==> src/hdl/dmr_cach_pkg.sv <==
// dmr_cach_pkg: shared types, constants and the short-lc interleave for the
// cach burst generator. No dependencies.
`default_nettype none

package dmr_cach_pkg;

	localparam int LC_BITS     = 68;
	localparam int STORE_BITS  = 96;
	localparam int STORE_BYTES = 12;
	localparam int QUEUE_DEPTH = 4;
	localparam int QUEUE_AW    = $clog2(QUEUE_DEPTH);
	localparam int QUEUE_LW    = $clog2(QUEUE_DEPTH + 1);

	localparam logic [4:0] COUNT_MAX     = 5'd31;
	localparam logic [4:0] STARTUP_RESET = 5'd20;
	localparam logic [3:0] OFFSET_STEP   = 4'd3;
	localparam logic [3:0] OFFSET_LAST   = 4'd9;
	localparam logic [3:0] OFFSET_WRAP   = 4'd12;

	typedef enum logic [1:0] {
		REQ_EMIT    = 2'd0,
		REQ_LOAD    = 2'd1,
		REQ_RESTART = 2'd2
	} op_t;

	typedef struct packed {
		logic [1:0]  req_type;
		logic        tx_slot;
		logic        slot1_pending;
		logic        slot2_pending;
		logic [3:0]  lc_head;
		logic [63:0] lc_tail;
	} req_t;

	typedef struct packed {
		logic [23:0] cach_word;
		logic        sync_mark;
	} rsp_t;

	// one classified request as it sits in the queue
	typedef struct packed {
		op_t                   op;
		logic                  tx_slot;
		logic                  p1;
		logic                  p2;
		logic [STORE_BITS-1:0] lc;
	} cmd_t;

	typedef struct packed {
		logic [QUEUE_LW-1:0] level;
	} queue_status_t;

	typedef struct packed {
		logic [3:0] offset;
		logic [4:0] count;
	} back_status_t;

	// store bit position of each lc bit, counted msb first from byte 0
	localparam logic [6:0] LC_POS [LC_BITS] = '{
		7'd1,  7'd2,  7'd3,  7'd5,  7'd6,  7'd7,  7'd9,  7'd10, 7'd11, 7'd13,
		7'd15, 7'd16, 7'd17, 7'd19, 7'd20, 7'd21, 7'd23, 7'd25, 7'd26, 7'd27,
		7'd29, 7'd30, 7'd31, 7'd33, 7'd34, 7'd35, 7'd37, 7'd39, 7'd40, 7'd41,
		7'd43, 7'd44, 7'd45, 7'd47, 7'd49, 7'd50, 7'd51, 7'd53, 7'd54, 7'd55,
		7'd57, 7'd58, 7'd59, 7'd61, 7'd63, 7'd64, 7'd65, 7'd67, 7'd68, 7'd69,
		7'd71, 7'd73, 7'd74, 7'd75, 7'd77, 7'd78, 7'd79, 7'd81, 7'd82, 7'd83,
		7'd85, 7'd87, 7'd88, 7'd89, 7'd91, 7'd92, 7'd93, 7'd95
	};

	// pure wiring: lc bit i lands on store bit (95 - position)
	function automatic logic [STORE_BITS-1:0] interleave(input logic [3:0] head,
			input logic [63:0] tail);
		logic [LC_BITS-1:0]    lc;
		logic [STORE_BITS-1:0] st;
		lc = {head, tail};
		st = '0;
		for (int i = 0; i < LC_BITS; i++) begin
			st[STORE_BITS - 1 - int'(LC_POS[i])] = lc[LC_BITS - 1 - i];
		end
		return st;
	endfunction

endpackage

`default_nettype wire

==> src/hdl/dmr_cach_front.sv <==
// dmr_cach_front: accepts requests, drops unknown types and builds the
// interleaved lc for loads. Depends on dmr_cach_pkg.
`default_nettype none

module dmr_cach_front (
	input  wire logic              req_valid,
	output logic                   req_stall,
	input  dmr_cach_pkg::req_t     req,
	input  wire logic              queue_full,
	output logic                   push,
	output dmr_cach_pkg::cmd_t     push_cmd
);

	logic known;

	always_comb begin
		case (dmr_cach_pkg::op_t'(req.req_type))
			dmr_cach_pkg::REQ_EMIT,
			dmr_cach_pkg::REQ_LOAD,
			dmr_cach_pkg::REQ_RESTART: known = 1'b1;
			default:                   known = 1'b0;
		endcase
	end

	// unknown types are taken and dropped without using a queue slot
	assign req_stall = queue_full;
	assign push      = req_valid && !queue_full && known;

	always_comb begin
		push_cmd.op      = dmr_cach_pkg::op_t'(req.req_type);
		push_cmd.tx_slot = req.tx_slot;
		push_cmd.p1      = req.slot1_pending;
		push_cmd.p2      = req.slot2_pending;
		push_cmd.lc      = dmr_cach_pkg::interleave(req.lc_head, req.lc_tail);
	end

endmodule

`default_nettype wire

==> src/hdl/dmr_cach_queue.sv <==
// dmr_cach_queue: small command fifo between front and back.
// Depends on dmr_cach_pkg.
`default_nettype none

module dmr_cach_queue (
	input  wire logic                    clk,
	input  wire logic                    arst_n,
	input  wire logic                    push,
	input  dmr_cach_pkg::cmd_t           push_cmd,
	input  wire logic                    pop,
	output logic                         head_valid,
	output dmr_cach_pkg::cmd_t           head_cmd,
	output logic                         full,
	output dmr_cach_pkg::queue_status_t  status
);

	dmr_cach_pkg::cmd_t                     entry_q [dmr_cach_pkg::QUEUE_DEPTH];
	logic [dmr_cach_pkg::QUEUE_AW-1:0]      wr_ptr_q;
	logic [dmr_cach_pkg::QUEUE_AW-1:0]      rd_ptr_q;
	logic [dmr_cach_pkg::QUEUE_LW-1:0]      level_q;

	localparam logic [dmr_cach_pkg::QUEUE_LW-1:0] LEVEL_FULL =
		dmr_cach_pkg::QUEUE_LW'(dmr_cach_pkg::QUEUE_DEPTH);
	localparam logic [dmr_cach_pkg::QUEUE_AW-1:0] PTR_LAST =
		dmr_cach_pkg::QUEUE_AW'(dmr_cach_pkg::QUEUE_DEPTH - 1);

	assign head_valid   = level_q != '0;
	assign head_cmd     = entry_q[rd_ptr_q];
	assign full         = level_q == LEVEL_FULL;
	assign status.level = level_q;

	always_ff @(posedge clk) begin
		if (push) begin
			entry_q[wr_ptr_q] <= push_cmd;
		end
	end

	always_ff @(posedge clk or negedge arst_n) begin
		if (!arst_n) begin
			wr_ptr_q <= '0;
			rd_ptr_q <= '0;
			level_q  <= '0;
		end else begin
			if (push) begin
				wr_ptr_q <= (wr_ptr_q == PTR_LAST) ? '0 : wr_ptr_q + 1'b1;
			end
			if (pop) begin
				rd_ptr_q <= (rd_ptr_q == PTR_LAST) ? '0 : rd_ptr_q + 1'b1;
			end
			case ({push, pop})
				2'b10:   level_q <= level_q + 1'b1;
				2'b01:   level_q <= level_q - 1'b1;
				default: level_q <= level_q;
			endcase
		end
	end

endmodule

`default_nettype wire

==> src/hdl/dmr_cach_back.sv <==
// dmr_cach_back: executes queued commands, holds the lc stores and counters
// and drives the burst output register. Depends on dmr_cach_pkg.
`default_nettype none

module dmr_cach_back (
	input  wire logic                    clk,
	input  wire logic                    arst_n,
	input  wire logic                    head_valid,
	input  dmr_cach_pkg::cmd_t           head_cmd,
	output logic                         pop,
	input  wire logic [4:0]              startup_frames,
	output logic                         rsp_valid,
	input  wire logic                    rsp_stall,
	output dmr_cach_pkg::rsp_t           rsp,
	output dmr_cach_pkg::back_status_t   status
);

	localparam int EXT_BITS = dmr_cach_pkg::STORE_BITS + 24;

	logic [3:0]                          offset_q;
	logic [4:0]                          count_q;
	logic [dmr_cach_pkg::STORE_BITS-1:0] pending_q;
	logic [dmr_cach_pkg::STORE_BITS-1:0] active_q;
	logic                                rsp_valid_q;
	dmr_cach_pkg::rsp_t                  rsp_q;

	logic                                out_free;
	logic                                is_emit;
	logic [4:0]                          count_n;
	logic [3:0]                          off;
	logic [dmr_cach_pkg::STORE_BITS-1:0] active_n;
	logic [EXT_BITS-1:0]                 ext;
	logic [6:0]                          top_bit;
	logic [23:0]                         slice;
	logic                                at, tc, ls1, ls0, h0, h1, h2;
	logic [23:0]                         word;

	assign out_free = !rsp_valid_q || !rsp_stall;
	assign is_emit  = head_cmd.op == dmr_cach_pkg::REQ_EMIT;
	assign pop      = head_valid && (!is_emit || out_free);

	always_comb begin
		count_n  = (count_q < dmr_cach_pkg::COUNT_MAX) ? count_q + 5'd1 : count_q;
		off      = (offset_q >= dmr_cach_pkg::OFFSET_WRAP) ? 4'd0 : offset_q;
		// superframe start takes the pending lc, or zeros when both slots idle
		if (off == 4'd0) begin
			active_n = (head_cmd.p1 || head_cmd.p2) ? pending_q : '0;
		end else begin
			active_n = active_q;
		end
		// bytes past the store read as zero
		ext     = {active_n, 24'd0};
		top_bit = 7'(EXT_BITS - 1) - {off, 3'b000};
		slice   = ext[top_bit -: 24];

		tc  = head_cmd.tx_slot;
		at  = (count_n >= startup_frames) &&
			(head_cmd.tx_slot ? head_cmd.p1 : head_cmd.p2);
		ls1 = off != 4'd0;
		ls0 = off != dmr_cach_pkg::OFFSET_LAST;
		h0  = at ^ tc ^ ls1;
		h1  = tc ^ ls1 ^ ls0;
		h2  = at ^ tc ^ ls0;

		word     = slice;
		word[23] = word[23] | at;
		word[19] = word[19] | tc;
		word[15] = word[15] | ls1;
		word[11] = word[11] | ls0;
		word[9]  = word[9]  | h0;
		word[5]  = word[5]  | h1;
		word[1]  = word[1]  | h2;
	end

	always_ff @(posedge clk or negedge arst_n) begin
		if (!arst_n) begin
			offset_q    <= '0;
			count_q     <= '0;
			pending_q   <= '0;
			active_q    <= '0;
			rsp_valid_q <= 1'b0;
		end else begin
			rsp_valid_q <= (pop && is_emit) || (rsp_valid_q && rsp_stall);
			if (pop) begin
				case (head_cmd.op)
					dmr_cach_pkg::REQ_EMIT: begin
						count_q  <= count_n;
						active_q <= active_n;
						offset_q <= off + dmr_cach_pkg::OFFSET_STEP;
					end
					dmr_cach_pkg::REQ_LOAD: begin
						pending_q <= head_cmd.lc;
					end
					dmr_cach_pkg::REQ_RESTART: begin
						count_q <= '0;
					end
					default: begin
						count_q <= count_q;
					end
				endcase
			end
		end
	end

	always_ff @(posedge clk) begin
		if (pop && is_emit) begin
			rsp_q.cach_word <= word;
			rsp_q.sync_mark <= head_cmd.tx_slot;
		end
	end

	assign rsp_valid     = rsp_valid_q;
	assign rsp           = rsp_q;
	assign status.offset = offset_q;
	assign status.count  = count_q;

endmodule

`default_nettype wire

==> src/hdl/dmr_cach_burst_generator.sv <==
// dmr_cach_burst_generator: top level, front, command queue, back and the
// startup register. Depends on dmr_cach_pkg, dmr_cach_front, dmr_cach_queue,
// dmr_cach_back.
//
// channel   signals                      dir  notes
// request   req_valid, req_stall, req    in   accepted when valid and not stall
// burst     rsp_valid, rsp_stall, rsp    out  one per emit request
// config    cfg_we, cfg_data             in   startup_frames, no read-back
//
// one request per cycle sustained while req_stall is low; an emit reaches rsp by
// way of the queue entry register, then the back stage output register.
// the four-entry queue decouples input from the output register: req_stall
// rises only when the queue is full, so loads and restarts keep draining while
// a burst waits on rsp_stall. reset clears all but entry_q and rsp_q, no sweep.
`default_nettype none

module dmr_cach_burst_generator (
	input  wire logic               clk,
	input  wire logic               arst_n,
	input  wire logic               req_valid,
	output logic                    req_stall,
	input  dmr_cach_pkg::req_t      req,
	output logic                    rsp_valid,
	input  wire logic               rsp_stall,
	output dmr_cach_pkg::rsp_t      rsp,
	input  wire logic               cfg_we,
	input  wire logic [4:0]         cfg_data
);

	logic                         push;
	dmr_cach_pkg::cmd_t           push_cmd;
	logic                         pop;
	logic                         head_valid;
	dmr_cach_pkg::cmd_t           head_cmd;
	logic                         queue_full;
	dmr_cach_pkg::queue_status_t  queue_status;
	dmr_cach_pkg::back_status_t   back_status;
	logic [4:0]                   startup_q;

	always_ff @(posedge clk or negedge arst_n) begin
		if (!arst_n) begin
			startup_q <= dmr_cach_pkg::STARTUP_RESET;
		end else if (cfg_we) begin
			startup_q <= cfg_data;
		end
	end

	dmr_cach_front u_front (
		.req_valid  (req_valid),
		.req_stall  (req_stall),
		.req        (req),
		.queue_full (queue_full),
		.push       (push),
		.push_cmd   (push_cmd)
	);

	dmr_cach_queue u_queue (
		.clk        (clk),
		.arst_n     (arst_n),
		.push       (push),
		.push_cmd   (push_cmd),
		.pop        (pop),
		.head_valid (head_valid),
		.head_cmd   (head_cmd),
		.full       (queue_full),
		.status     (queue_status)
	);

	dmr_cach_back u_back (
		.clk            (clk),
		.arst_n         (arst_n),
		.head_valid     (head_valid),
		.head_cmd       (head_cmd),
		.pop            (pop),
		.startup_frames (startup_q),
		.rsp_valid      (rsp_valid),
		.rsp_stall      (rsp_stall),
		.rsp            (rsp),
		.status         (back_status)
	);

	// burst offset only ever sits on a slice boundary
	a_offset_legal: assert property (@(posedge clk) disable iff (!arst_n)
		back_status.offset == 4'd0 || back_status.offset == 4'd3 ||
		back_status.offset == 4'd6 || back_status.offset == 4'd9 ||
		back_status.offset == dmr_cach_pkg::OFFSET_WRAP)
		else $error("burst offset off a slice boundary");

	a_level_bound: assert property (@(posedge clk) disable iff (!arst_n)
		queue_status.level <= dmr_cach_pkg::QUEUE_LW'(dmr_cach_pkg::QUEUE_DEPTH))
		else $error("command queue overfilled");

	// a burst leaves only when taken
	a_no_drop: assert property (@(posedge clk) disable iff (!arst_n)
		$fell(rsp_valid) |-> $past(!rsp_stall))
		else $error("burst dropped while stalled");

	// counter saturates and leaves its ceiling only through a restart
	a_count_step: assert property (@(posedge clk) disable iff (!arst_n)
		$past(back_status.count) == dmr_cach_pkg::COUNT_MAX && back_status.count != '0
		|-> back_status.count == dmr_cach_pkg::COUNT_MAX)
		else $error("burst counter left saturation without restart");

endmodule

`default_nettype wire

==> config.mk <==
export PLATFORM = sky130hd
export DESIGN_NAME = dmr_cach_burst_generator
export DESIGN_NICKNAME = d
export VERILOG_FILES = /design/src/hdl/dmr_cach_pkg.sv /design/src/hdl/dmr_cach_front.sv /design/src/hdl/dmr_cach_queue.sv /design/src/hdl/dmr_cach_back.sv /design/src/hdl/dmr_cach_burst_generator.sv
export SDC_FILE = /design/constraint.sdc
export NUM_CORES = 1
export LEC_CHECK = 0
export BUFFER_PORTS_ARGS = -buffer_cell sky130_fd_sc_hd__buf_4
export CAP_MARGIN = 0
export CORE_MARGIN = 5
export CORE_UTILIZATION = 35
export DETAILED_ROUTE_END_ITERATION = 10
export HOLD_SLACK_MARGIN = 0.05
export PLACE_DENSITY_LB_ADDON = 0.08
export SYNTH_ARGS = -nofsm -noshare
export SYNTH_HDL_FRONTEND = slang
export SYNTH_HIERARCHICAL = 1
export SYNTH_SLANG_ARGS = --single-unit
==> constraint.sdc <==
create_clock -name clk -period 5.3 [get_ports clk]
set_clock_uncertainty 0.1 [all_clocks]
set_input_delay 1.06 -clock clk [delete_from_list [all_inputs] [get_ports clk]]
set_output_delay 1.06 -clock clk [all_outputs]
set_load 0.01 [all_outputs]
======== Yosys cells after proc, flatten, opt, wreduce, memory -nomap -nowiden ========
Memory sizes are Yosys's and may differ from the RTL's.
Cells that the tools add are included.
storage, ports and cells
  bits in registers ....................... 239
  bits in writable memories ............... 292
  input bits .............................. 83
  output and inout port bits .............. 27
  memories kept ........................... 1
cells by class
  add/sub/neg operators ................... 7
  order comparisons ....................... 3
  equality and inequality tests ........... 10
  shift-type cells ........................ 1
  mux-type cells .......................... 12
  bitwise operators ....................... 12
  reductions and logical operators ........ 25
memories
  name             depth  bits a word  rd ports  clocked after Yosys merged registers in  write ports  RTL line              RTL
  u_queue.entry_q  4      73           1         0                                        1            dmr_cach_queue.sv:17  dmr_cach_pkg::cmd_t entry_q [dmr_cach_pkg::QUEUE_DEPTH];
operators with widths
  kind                                                      count
  two-way mux 96 bit                                        2
  variable part select 143 x 8 -> 24 bit                    1
  == test 2 bit, second input constant                      5
  case mux 5 bit (2 select lines)                           1
  bitwise OR 1 bit                                          7
  subtractor 7 bit, first input constant                    1
  == test 2 x 1 -> 1 bit, second input constant             3
  logical AND 1 bit                                         6
  case mux 3 bit (2 select lines)                           1
  AND reduction 2 bit                                       3
  adder 5 x 1 -> 5 bit, second input constant               1
  greater-or-equal comparator 5 bit                         1
  less-than comparator 5 bit, second input constant         1
  two-way mux 5 bit                                         1
  XOR 1 bit                                                 5
  adder 2 x 1 -> 2 bit, second input constant               2
  adder 4 x 2 -> 4 bit, second input constant               1
  greater-or-equal comparator 4 bit, second input constant  1
  logical NOT 1 bit                                         4
  logical NOT 2 bit                                         2
  logical NOT 4 bit                                         1
  logical OR 1 bit                                          4
  two-way mux 1 bit                                         4
  two-way mux 2 bit                                         2
  other kinds (9)                                           10

======== Depth between registers and ports, before layout ========
  depth after elaboration ................. 7
  depth in mapped cells ................... 15
  mapped depth without buffers ............ 10

======== Hierarchy ========
Netlist, hierarchy kept.
modules (own cells, without submodules)
  module                    instances  cells each  area each (um^2)  seq. area each (um^2)
  dmr_cach_queue            1          567         15063.2           12306.8
  dmr_cach_back             1          1146        12025.3           5805.6
  dmr_cach_front            1          105         785.8             0.0
  dmr_cach_burst_generator  1          10          183.9             127.6

======== Least setup slack after synthesis ========
No wires, ideal clock.
  kind .................................... input to register
  start point ............................. in req_valid
  end point ............................... mem u_queue/entry_q[1][0] in the netlist's numbering, enable pin
  setup time .............................. 0.471 ns
  arrival time ............................ 3.815 ns
  data required time ...................... 4.729 ns
  path slack .............................. 0.913 ns
  stages .................................. 3
  cells stage by stage .................... inv_1 > a211oi_2 > and2_1
between the ends
  longest elaborated chain between the ends .. 4
ends and longest elaborated chain
  item                                     RTL line                        RTL
  from (decl)                              dmr_cach_burst_generator.sv:20  input wire logic req_valid,
  logical AND 1 bit (2 in a row)           dmr_cach_front.sv:27            assign push = req_valid && !queue_full && known;
  named net push                           dmr_cach_burst_generator.sv:30  logic push;
  two-way mux 1 bit                        dmr_cach_queue.sv:33            if (push) begin
  two-way mux 1 bit (implied by the code)  dmr_cach_queue.sv:34            entry_q[wr_ptr_q] <= push_cmd;
  to (decl)                                dmr_cach_queue.sv:17
The timed path passes the listed nets, and every way through them passes these cells.

======== Final worst setup path ========
  start point ............................. reg u_back.offset_q[3]
  end point ............................... reg u_back.rsp_q, in the netlist u_back/rsp[20], data pin
between the ends
  longest elaborated chain between the ends .. 6
  elaborated cells on any way between the ends .. 7
ends and longest elaborated chain
  item                                                                      RTL line             RTL
  from (decl)                                                               dmr_cach_back.sv:20  logic [3:0] offset_q;
  from (signal assigned)                                                    dmr_cach_back.sv:89  offset_q <= off + dmr_cach_pkg::OFFSET_STEP;
  greater-or-equal comparator 4 bit                                         dmr_cach_back.sv:44  off = (offset_q >= dmr_cach_pkg::OFFSET_WRAP) ? 4'd0 : offset_q;
  two-way mux 4 bit (*)                                                     dmr_cach_back.sv:44
  parallel branches: the longest is 2 deep, another holds subtractor 7 bit  -
  variable part select 143 x 8 -> 24 bit (*)                                dmr_cach_back.sv:54  slice = ext[top_bit -: 24];
  bitwise OR 1 bit (*)                                                      dmr_cach_back.sv:67  word[19] = word[19] | tc;
  named net u_back.word[19]                                                 dmr_cach_back.sv:36  logic [23:0] word;
  to (decl)                                                                 dmr_cach_back.sv:25  dmr_cach_pkg::rsp_t rsp_q;
Mark *: on every way through the listed nets, which the timed path passes.
A chain may end at the register's enable or synchronous reset.

==> impl_metrics.yaml <==
timing:
  worst_slew_pin_slew_ns: 1.11
  whs_ns: 0.275
  setup_tns_ns: 0
  hold_viol: 0
  relSlewSlack: 0.260
  fmax_mhz: 242
  finalCritPeriodShare: 0.780
  drv_slew: 0
  rsz0062_at_grt: "false"
  setup_viol: 0
  min_period_ns: 4.14
clock_network:
  htreeDepth: 3
  cts_tree: "built"
  clockRootBuffer: "clkbuf_16"
  cts_hold_buf: 0
  clk_pin_slew_ns: 0.06
  clk_path_buf_depth: 3
  ctsResizeCount: 0
  post-cts-setup-buffer-count: 0
  numCtsBuffers: 76
  cts_sinks: 643
  clkLatencyLatePin_ns: 0.63
route:
  avgRoutedWirePerCell_microns: 25.4
  vias: 15800
  drtIter0Drc: 1143
  ant_nets: 0
  viasPerCell: 5.28
  route.detailed.drc: 0
  wirelength_microns: 76000
  drt_pass1_iterations: 5
die:
  die-area_sq_um: 85900
  start_util: 0.354
  die_w_microns: 293
  core_sq_um: 79300
  die_h_microns: 293
  rows: 103
  num_io_pins: 110
pwr:
  powerDensity_nw_per_um2: 737
  p_leak_nw: 11.4
  vdd_drop_max_mv: 0.417
worst_setup_path:
  cp-end-kind: "flip-flop"
  max_stage_delay_ns: 0.51
  ff2ff_setup_slack_ns: 1.16
  slowest_stage: "buf_4"
  arrival_ns: 4.39
  required_ns: 5.56
  path_buf_inv: 3
  worst-setup-path-type: "flip-flop to flip-flop"
  cpLargestDelayFamily: "buffers and inverters"
  startpoint_type: "flip-flop"
  crit_chain: "ha_1 -> nand2b_4 -> buf_4 -> inv_2 -> ha_1 -> xor2_2 -> buf_4 -> nor3_1 -> a21oi_1 -> nor4b_1 -> o21bai_1"
  worstPathMaxFanout: 38
run_status:
  status: "finished, final reports clean"
placed_design:
  place_hpwl_microns: 50200
  io_buffers: 109
  placed_area_sq_um: 29400
  globalplace.congestion: 0.918
  placed_cells: 2848
min_path:
  hold_path.class: "input pin to async pin"
synthesis:
  synthCells: 1828
  synth_top_area_frac: 0.459
  ys_top_cells_by_area: "edfxtp_1 46%, dfrtp_1 19%, mux4_2 9.1%"
  synth.distinct_cells: 80
  syn_area_per_cell_sq_um: 15.3
  synth_edf_count: 429
  ys_seq_elements: 643
  syn_area_sq_um: 28100
  ys.flop_type: "edfxtp_1"
  async_reset_ff_frac: 0.333
  yosysSeqAreaShare: 0.650
  synth_largest_area_cell: "edfxtp_1"
  yosys_warnings: 6
final_layout:
  fillers: 7286
  drive_gt1_frac: 0.265
  finalNonFillerCells: 2991
  fin_nets: 1979
  fin_area_sq_um: 31900
  area_growth_pct: 13.7
  final_util: 0.402
global_route:
  antenna_found_initial: 2
  overflow: 0
  first_global_vias: 16200
  grt_max_degree: 97
  grt_pass1_wl_microns: 113000
  grt_usage: 0.176
run:
  maxCapViolCount: 0
-- layer usage --
metal,routed length [microns],vias up,GRT usage
met1,35300,8219,0.257
met5,0,-,0
met3,3440,100,0.0330
met4,1820,0,0.0470
met2,35400,375,0.274
li1,-,7108,-
-- stage by stage --
stage / worst slack (ns) / power (mW)
floorplan: 0.913 / 14.7
global placement: 1.15 / 18.5
detailed placement: 1.23 / 18.5
CTS: 1.17 / 23.8
global route: 0.971 / 24.9
finish: 1.16 / 23.5
-- path summary, 6_finish.rpt --
path                                startpoint                    to  cells after the start
setup / recovery            u_back/offset_q[3]        u_back/rsp[20]                     11
hold / removal                          arst_n     u_queue/status[0]                      1
setup reg to reg            u_back/offset_q[3]        u_back/rsp[20]                     11
hold reg to reg            u_back/active_q[60]   u_back/active_q[60]                      2
max in group asynchronous               arst_n  u_back/pending_q[44]                      2
min in group clk           u_back/active_q[60]   u_back/active_q[60]                      2
-- cell type report --
cell class,instances,area (sq um),share of cell area
diodes,2,5.00,0.000157
clock buffers,114,2140,0.0672
clock inverters,27,360,0.0113
inverters,19,73.8,0.00231
multi-input cells,971,8410,0.264
flip-flops and latches,643,18200,0.572
well taps,1050,1310,0.0412
repair buffers,165,1330,0.0418
-- state kept, by name (all words and copies together), names as in the netlist --
| signal | count |
|---|---|
| u_queue/entry_q | 404 |
| u_back/offset_q | 4 |
| u_back/pending_q | 96 |
| u_queue/wr_ptr_q | 2 |
| startup_q | 5 |
| u_back/rsp | 25 |
| u_queue/rd_ptr_q | 2 |
| u_back/active_q | 96 |
| u_back/count_q | 5 |
| u_back/rsp_valid | 1 |
| u_queue/status | 3 |
-- cell families (layout without fill, tap and decap cells) --
kind of cell | after synthesis | after routing | share of synthesized area
DFF | 643 | 643 | 0.650
AOI/OAI and AO/OA | 391 | 391 | 0.0969
and+or+nand+nor | 276 | 276 | 0.0424
muxes | 242 | 242 | 0.141
buffers and inverters | 241 | 325 | 0.0551
adders and majority gates | 20 | 20 | 0.00919
xor gates and xnor gates | 14 | 14 | 0.00491
other | 1 | 30 | 0.000134
-- report_power, final --
part / total (mW) / internal (mW) / switching (mW)
Sequential: 7.97 / 6.96 / 1.01
Combinational: 10.4 / 4.05 / 6.35
Clock: 5.12 / 3.03 / 2.09
Total: 23.5 / 14.0 / 9.45
-- placed cells by master, fill, tap and decap left out, types with 7 or more instances in the layout --
cell type	count
buf_12	7
a221oi_1	22
nor2_1	117
clkbuf_1	28
dfrtp_1	210
clkinv_1	7
nand3_1	15
ha_1	19
a21oi_1	96
a22o_1	16
a22oi_1	79
mux2i_1	24
clkbuf_16	76
buf_4	157
nand2_1	89
a311oi_1	7
nor3_1	11
o21ai_0	45
a21boi_0	18
edfxtp_1	429
inv_1	17
a211oi_1	20
a31oi_1	19
mux2_2	105
conb_1	28
mux4_2	113
clkbuf_8	10
-- synth_stat cells, types with 24 or more instances --
cell and count:
edfxtp_1 429, dfrtp_1 212, nor2_1 117, mux4_2 113
buf_4 111, mux2_2 105, a21oi_1 96, nand2_1 90
a22oi_1 79, buf_2 49, o21ai_0 45, clkbuf_1 37
mux2i_1 24
Power figures use the tool's default switching activity.
